File: config.mk
export PLATFORM = sky130hd
export DESIGN_NAME = psc_alu
export DESIGN_NICKNAME = d
export VERILOG_FILES = /design/src/design/psc_pkg.sv /design/src/design/psc_alu.sv
export SDC_FILE = /design/constraint.sdc
export NUM_CORES = 2
export LEC_CHECK = 0
export BUFFER_PORTS_ARGS = -buffer_cell sky130_fd_sc_hd__buf_4
export CORE_ASPECT_RATIO = 0.9
export CORE_UTILIZATION = 59
export CTS_CLUSTER_SIZE = 8
export DETAILED_ROUTE_END_ITERATION = 12
export PLACE_DENSITY = 0.76
export SLEW_MARGIN = 40
export SYNTH_ARGS = -nofsm -noshare
export SYNTH_HDL_FRONTEND = slang
export SYNTH_SLANG_ARGS = --single-unit
File: constraint.sdc
create_clock -name clk -period 4.47 [get_ports clk]
set_clock_uncertainty 0.05 [all_clocks]
set_input_delay 0 -clock clk [delete_from_list [all_inputs] [get_ports clk]]
set_output_delay 0 -clock clk [all_outputs]
set_load 0.005 [all_outputs]
File: src/design/psc_pkg.sv
// Shared types and constants for the postfix stack calculator.
// Mode, status and ALU operation codes, plus the ALU handshake structs.
// No dependencies.
package psc_pkg;

	localparam int unsigned DATA_W          = 32;
	localparam int unsigned STACK_DEPTH_DEF = 256;

	typedef enum logic [2:0] {
		MODE_PUSH      = 3'd0,
		MODE_POP       = 3'd1,
		MODE_ADD       = 3'd2,
		MODE_SUB       = 3'd3,
		MODE_MUL       = 3'd4,
		MODE_DIV       = 3'd5,
		MODE_PEEK_TOP  = 3'd6,
		MODE_PEEK_BOT  = 3'd7
	} mode_t;

	typedef enum logic [2:0] {
		ST_OK      = 3'd0,
		ST_FEW     = 3'd1,
		ST_DIVZERO = 3'd2,
		ST_BADIDX  = 3'd3,
		ST_EMPTY   = 3'd4,
		ST_FULL    = 3'd5
	} status_t;

	typedef enum logic [1:0] {
		ALU_ADD = 2'd0,
		ALU_SUB = 2'd1,
		ALU_MUL = 2'd2,
		ALU_DIV = 2'd3
	} alu_op_t;

	typedef struct packed {
		logic    start;
		alu_op_t op;
	} alu_req_t;

	typedef struct packed {
		logic done;
	} alu_rsp_t;

endpackage

File: src/design/psc_alu.sv
// Shared arithmetic unit: registered add, subtract and low-word multiply,
// and a 32-step restoring divider with floor correction. Uses psc_pkg.
module psc_alu (
	input  logic                            clk,
	input  logic                            arst_n,
	input  psc_pkg::alu_req_t               req,
	input  logic [psc_pkg::DATA_W-1:0]      a,
	input  logic [psc_pkg::DATA_W-1:0]      b,
	output psc_pkg::alu_rsp_t               rsp,
	output logic [psc_pkg::DATA_W-1:0]      y
);
	import psc_pkg::*;

	typedef enum logic [1:0] {
		A_IDLE,
		A_DIV,
		A_FIX
	} alu_state_t;

	alu_state_t          state_q;
	logic [4:0]          step_q;
	logic                done_q;
	logic                neg_q;
	logic [DATA_W-1:0]   rem_q;
	logic [DATA_W-1:0]   quo_q;
	logic [DATA_W-1:0]   dvs_q;
	logic [DATA_W-1:0]   y_q;

	logic [DATA_W-1:0]   a_mag;
	logic [DATA_W-1:0]   b_mag;
	logic [DATA_W:0]     trial;
	logic [DATA_W:0]     diff;
	logic [DATA_W-1:0]   prod;

	assign a_mag = a[DATA_W-1] ? (~a + DATA_W'(1)) : a;
	assign b_mag = b[DATA_W-1] ? (~b + DATA_W'(1)) : b;
	assign prod  = a * b;
	assign trial = {rem_q, quo_q[DATA_W-1]};
	assign diff  = trial - {1'b0, dvs_q};

	always_ff @(posedge clk or negedge arst_n) begin
		if (!arst_n) begin
			state_q <= A_IDLE;
			done_q  <= 1'b0;
			step_q  <= '0;
		end else begin
			unique case (state_q)
				A_IDLE: begin
					done_q <= req.start && (req.op != ALU_DIV);
					if (req.start) begin
						case (req.op)
							ALU_ADD: begin
								y_q <= a + b;
							end
							ALU_SUB: begin
								y_q <= a - b;
							end
							ALU_MUL: begin
								y_q <= prod;
							end
							default: begin
								rem_q   <= '0;
								quo_q   <= a_mag;
								dvs_q   <= b_mag;
								neg_q   <= a[DATA_W-1] ^ b[DATA_W-1];
								step_q  <= '1;
								state_q <= A_DIV;
							end
						endcase
					end
				end
				A_DIV: begin
					// one quotient bit per cycle, MSB first
					done_q <= 1'b0;
					if (!diff[DATA_W]) begin
						rem_q <= diff[DATA_W-1:0];
					end else begin
						rem_q <= trial[DATA_W-1:0];
					end
					quo_q  <= {quo_q[DATA_W-2:0], ~diff[DATA_W]};
					step_q <= step_q - 5'd1;
					if (step_q == '0) begin
						state_q <= A_FIX;
					end
				end
				A_FIX: begin
					// round toward minus infinity when the signs differ
					if (!neg_q) begin
						y_q <= quo_q;
					end else if (rem_q != '0) begin
						y_q <= ~quo_q;
					end else begin
						y_q <= ~quo_q + DATA_W'(1);
					end
					done_q  <= 1'b1;
					state_q <= A_IDLE;
				end
				default: begin
					done_q  <= 1'b0;
					state_q <= A_IDLE;
				end
			endcase
		end
	end

	assign rsp.done = done_q;
	assign y        = y_q;

endmodule

==> results.rst <==
.. list-table::
   :header-rows: 1

   * - Metric
     - Value
   * - Violated checks
     - negative setup slack
   * - Fin Hold WS
     - 0.04635 ns
   * - Wire length of the first global-routing pass
     - 139.7 mm
   * - Die area
     - 46750 um^2
   * - Total grt overflow
     - 0
   * - Num Clock Sinks
     - 137
   * - I/O pins
     - 102
   * - GRT Total Usage
     - 39.27%
   * - Setup crit start kind
     - primary input
   * - Total of endpoints with negative setup slack in the final report
     - 23
   * - Area Growth Syn to Fin
     - 24.78%
   * - Worst Setup End Kind
     - register
   * - Clock transition at the register clock pins on the worst setup and hold paths after CTS
     - 0.07 ns
   * - Vias after detailed routing
     - 23840
   * - Die width
     - 227.8 um
   * - Most frequent standard cell in the layout excluding fill and tap cells
     - buf_4
   * - Number of nets in the final layout
     - 4074
   * - Number of DRC violations after detailed-routing iteration 0
     - 2504
   * - Arrival time at the worst endpoint
     - 6.42 ns
   * - Detailed placer's ending HPWL
     - 72.94 mm
   * - Sequential cell area
     - 4074 um^2
   * - Clock buffer count from CTS
     - 17
   * - Synthesized cell area
     - 27080 um^2
   * - Pin count of the biggest net entering global routing
     - 56
   * - Post-synthesis sequential element count
     - 137
   * - Final standard cell utilization of the core
     - 74.47%
   * - Count of yosys warnings during synthesis
     - 0
   * - Kind of critical path
     - primary input to register
   * - Max-slew headroom at the worst pin
     - 46.22%
   * - Port Buf Inserts
     - 101
   * - Clk_lat worst skew
     - 0.44 ns
   * - Synthesized area per cell
     - 8.930 um^2
   * - Yosys cell types
     - 71
   * - DRC violation count after routing
     - 0
   * - Post-synthesis instance total
     - 3032
   * - Final worst slack
     - -1.827 ns
   * - Least-Margin Pin Slew
     - 0.7993 ns
   * - Share of layout cells above drive strength 1
     - 23.98%
   * - Area share of the largest cell type after synthesis
     - 30.31%
   * - Area of the placeable core
     - 45370 um^2
   * - Average wire per standard cell
     - 22.66 um
   * - Main synth FF type
     - edfxtp_1
   * - Highest-count cells in the layout ignoring fill and taps
     - 421 x buf_4, 402 x inv_1, 371 x fa_1, 358 x nand2_1, 273 x and2_1
   * - Y dimension of the die
     - 205.2 um
   * - Number of flops mapped to enable cells by yosys
     - 129
   * - Number of levels the H-tree was split into
     - 4
   * - Routed via count divided by cell count
     - 5.921
   * - MaxCap Viol Count
     - 0
   * - Number of antenna violations at the first check in global routing
     - 6
   * - Count of antenna-violating nets left after detailed routing
     - 0
   * - Top cells by area in the synthesized netlist
     - fa_1 30%, edfxtp_1 14%, ha_1 8.9%
   * - Setup repair after global routing missed its margin
     - yes
   * - Layout filler cell count
     - 3197
   * - Total Wirelength
     - 91.22 mm
   * - Vias in the first global route
     - 24490
   * - Library cell occupying the most area in the post-synthesis netlist
     - fa_1
   * - Post-synthesis async set-or-reset flop share
     - 5.839%
   * - Min cycle time layout
     - 6.297 ns
   * - Data required time at the worst endpoint
     - 4.59 ns
   * - Multi-input gate area
     - 21990 um^2
   * - Share of the yosys chip area belonging to registers
     - 15.05%
   * - Final worst path period share
     - 140.9%
   * - Final Slew Violations
     - 0
   * - First drt pass iteration count
     - 6
   * - Min-Delay Path Class
     - primary input to register
   * - Post-Syn Nets
     - 3703
   * - Clock tree from TritonCTS
     - done
   * - Initial core utilization
     - 59.68%
   * - Number of cell rows
     - 74
   * - Maximum buffer depth of the clock tree
     - 2
   * - CTS root buffer
     - clkbuf_16
   * - Outcome
     - finished, violations left
   * - Routability congestion estimate
     - 1.038
   * - Top fanout value on the critical path
     - 5
   * - Maximum clock frequency
     - 158.8 MHz
   * - Hold Fails Final Rpt
     - 0
## layer usage
metal	part of all wire, %	up-vias	wire (um)	GRT usage (%)
met5	0.049	-	45	0
met4	3.4	8	3081	12.43
met3	11	231	9652	7.982
met2	45	1352	40640	60.62
met1	41	11800	37810	55.66
li1	-	10440	-	-
## cell usage after synthesis, types with 100 or more instances
library cell and n:
inv_1 438, fa_1 410, nand2_1 361, and2_1 311, ha_1 192, clkbuf_1 170
xnor2_1 144, edfxtp_1 129, a21oi_1 117, nor2_1 110, xor2_1 106, o21ai_0 100
## path summary, 6_finish.rpt
path	start	depth (start not counted)	slack [ns]	to
min in group asynchronous	arst_n	3	0.52	step_q[1]$_DFFE_PN0P_
max in group asynchronous	arst_n	3	3.57	state_q[0]$_DFFE_PN0P_
worst max-delay path	a[14]	25	-1.83	y[30]$_DFFE_PP_
worst min-delay path	b[21]	3	0.05	dvs_q[21]$_DFFE_PP_
worst max register to register	quo_q[31]$_DFFE_PP_	14	0.38	rem_q[0]$_SDFFCE_PN0P_
worst min register to register	step_q[0]$_DFFE_PN0P_	1	0.42	step_q[0]$_DFFE_PN0P_
## worst max-delay path, stage by stage
cell     delay, ns
buf_12        0.12
and2_4        0.14
fa_1          0.55
inv_2         0.04
fa_1          0.49
fa_1          0.46
fa_1          0.57
inv_2         0.04
fa_1          0.50
inv_1         0.05
fa_1          0.48
inv_1         0.05
fa_2          0.53
fa_2          0.46
ha_4          0.18
a21o_1        0.20
a21oi_4       0.15
nand4_1       0.12
nor2b_2       0.17
o21ai_2       0.08
a211o_1       0.26
a21o_1        0.24
and4b_1       0.21
o31ai_1       0.21
o32ai_1       0.10
## stage by stage
step | worst slack (ns) | area, um^2 | TNS [ns] | std cells
4_1_cts | -1.746 | 32980 | -30.42 | 4015
3_5_place_dp | -2.355 | 31140 | -45.94 | 3941
6_report | -1.827 | 33780 | -32.26 | 4026
3_3_place_gp | -2.195 | 31090 | -43.10 | 3938
5_1_grt | -1.965 | 33780 | -35.91 | 4025
2_1_floorplan | -2.054 | 27480 | -30.99 | 3032
## cells by family (layout without fill, tap and decap cells)
| kind of cell | Yosys count | in the layout | synth area share (%) |
|---|---|---|---|
| AO/OA/AOI/OAI | 437 | 437 | 10.28 |
| XOR/XNOR | 250 | 250 | 8.087 |
| adder cells (fa/ha/maj) | 602 | 602 | 39.19 |
| buffers and inverters | 619 | 1003 | 8.618 |
| flip-flops | 137 | 137 | 15.05 |
| multiplexers | 17 | 17 | 0.6285 |
| other | 0 | 2 | 0 |
| AND/OR/NAND/NOR | 970 | 970 | 18.16 |
## what timing repair did
| item | CTS | global route |
|---|---|---|
| hold endpoints to repair | 18 | 0 |
| cloned | 4 | 0 |
| hold buffers | 9 | 0 |
| endpoints found under the setup margin | 25 | 26 |
| resized for setup | 199 | 174 |
| pin swaps | 107 | 144 |
| buffers inserted | 33 | 20 |
## area by class of cell
type / instances / area share, %
inverter: 438 / 4.866
multi-input combinational: 2276 / 65.08
antenna: 2 / 0.01481
clock buffer: 17 / 1.259
sequential: 137 / 12.06
clock inverter: 15 / 0.4814
timing repair buffer: 533 / 13.99
tap: 608 / 2.252
## registers in the layout, summed over array words and instances (netlist names)
name / flops
dvs_q: 32
quo_q: 32
rem_q: 32
y: 32
step_q: 5
state_q: 2
neg_q: 1
rsp: 1
Power is not shown: default switching activity piles up to over one toggle a cycle in this logic, so the estimate is an artifact.
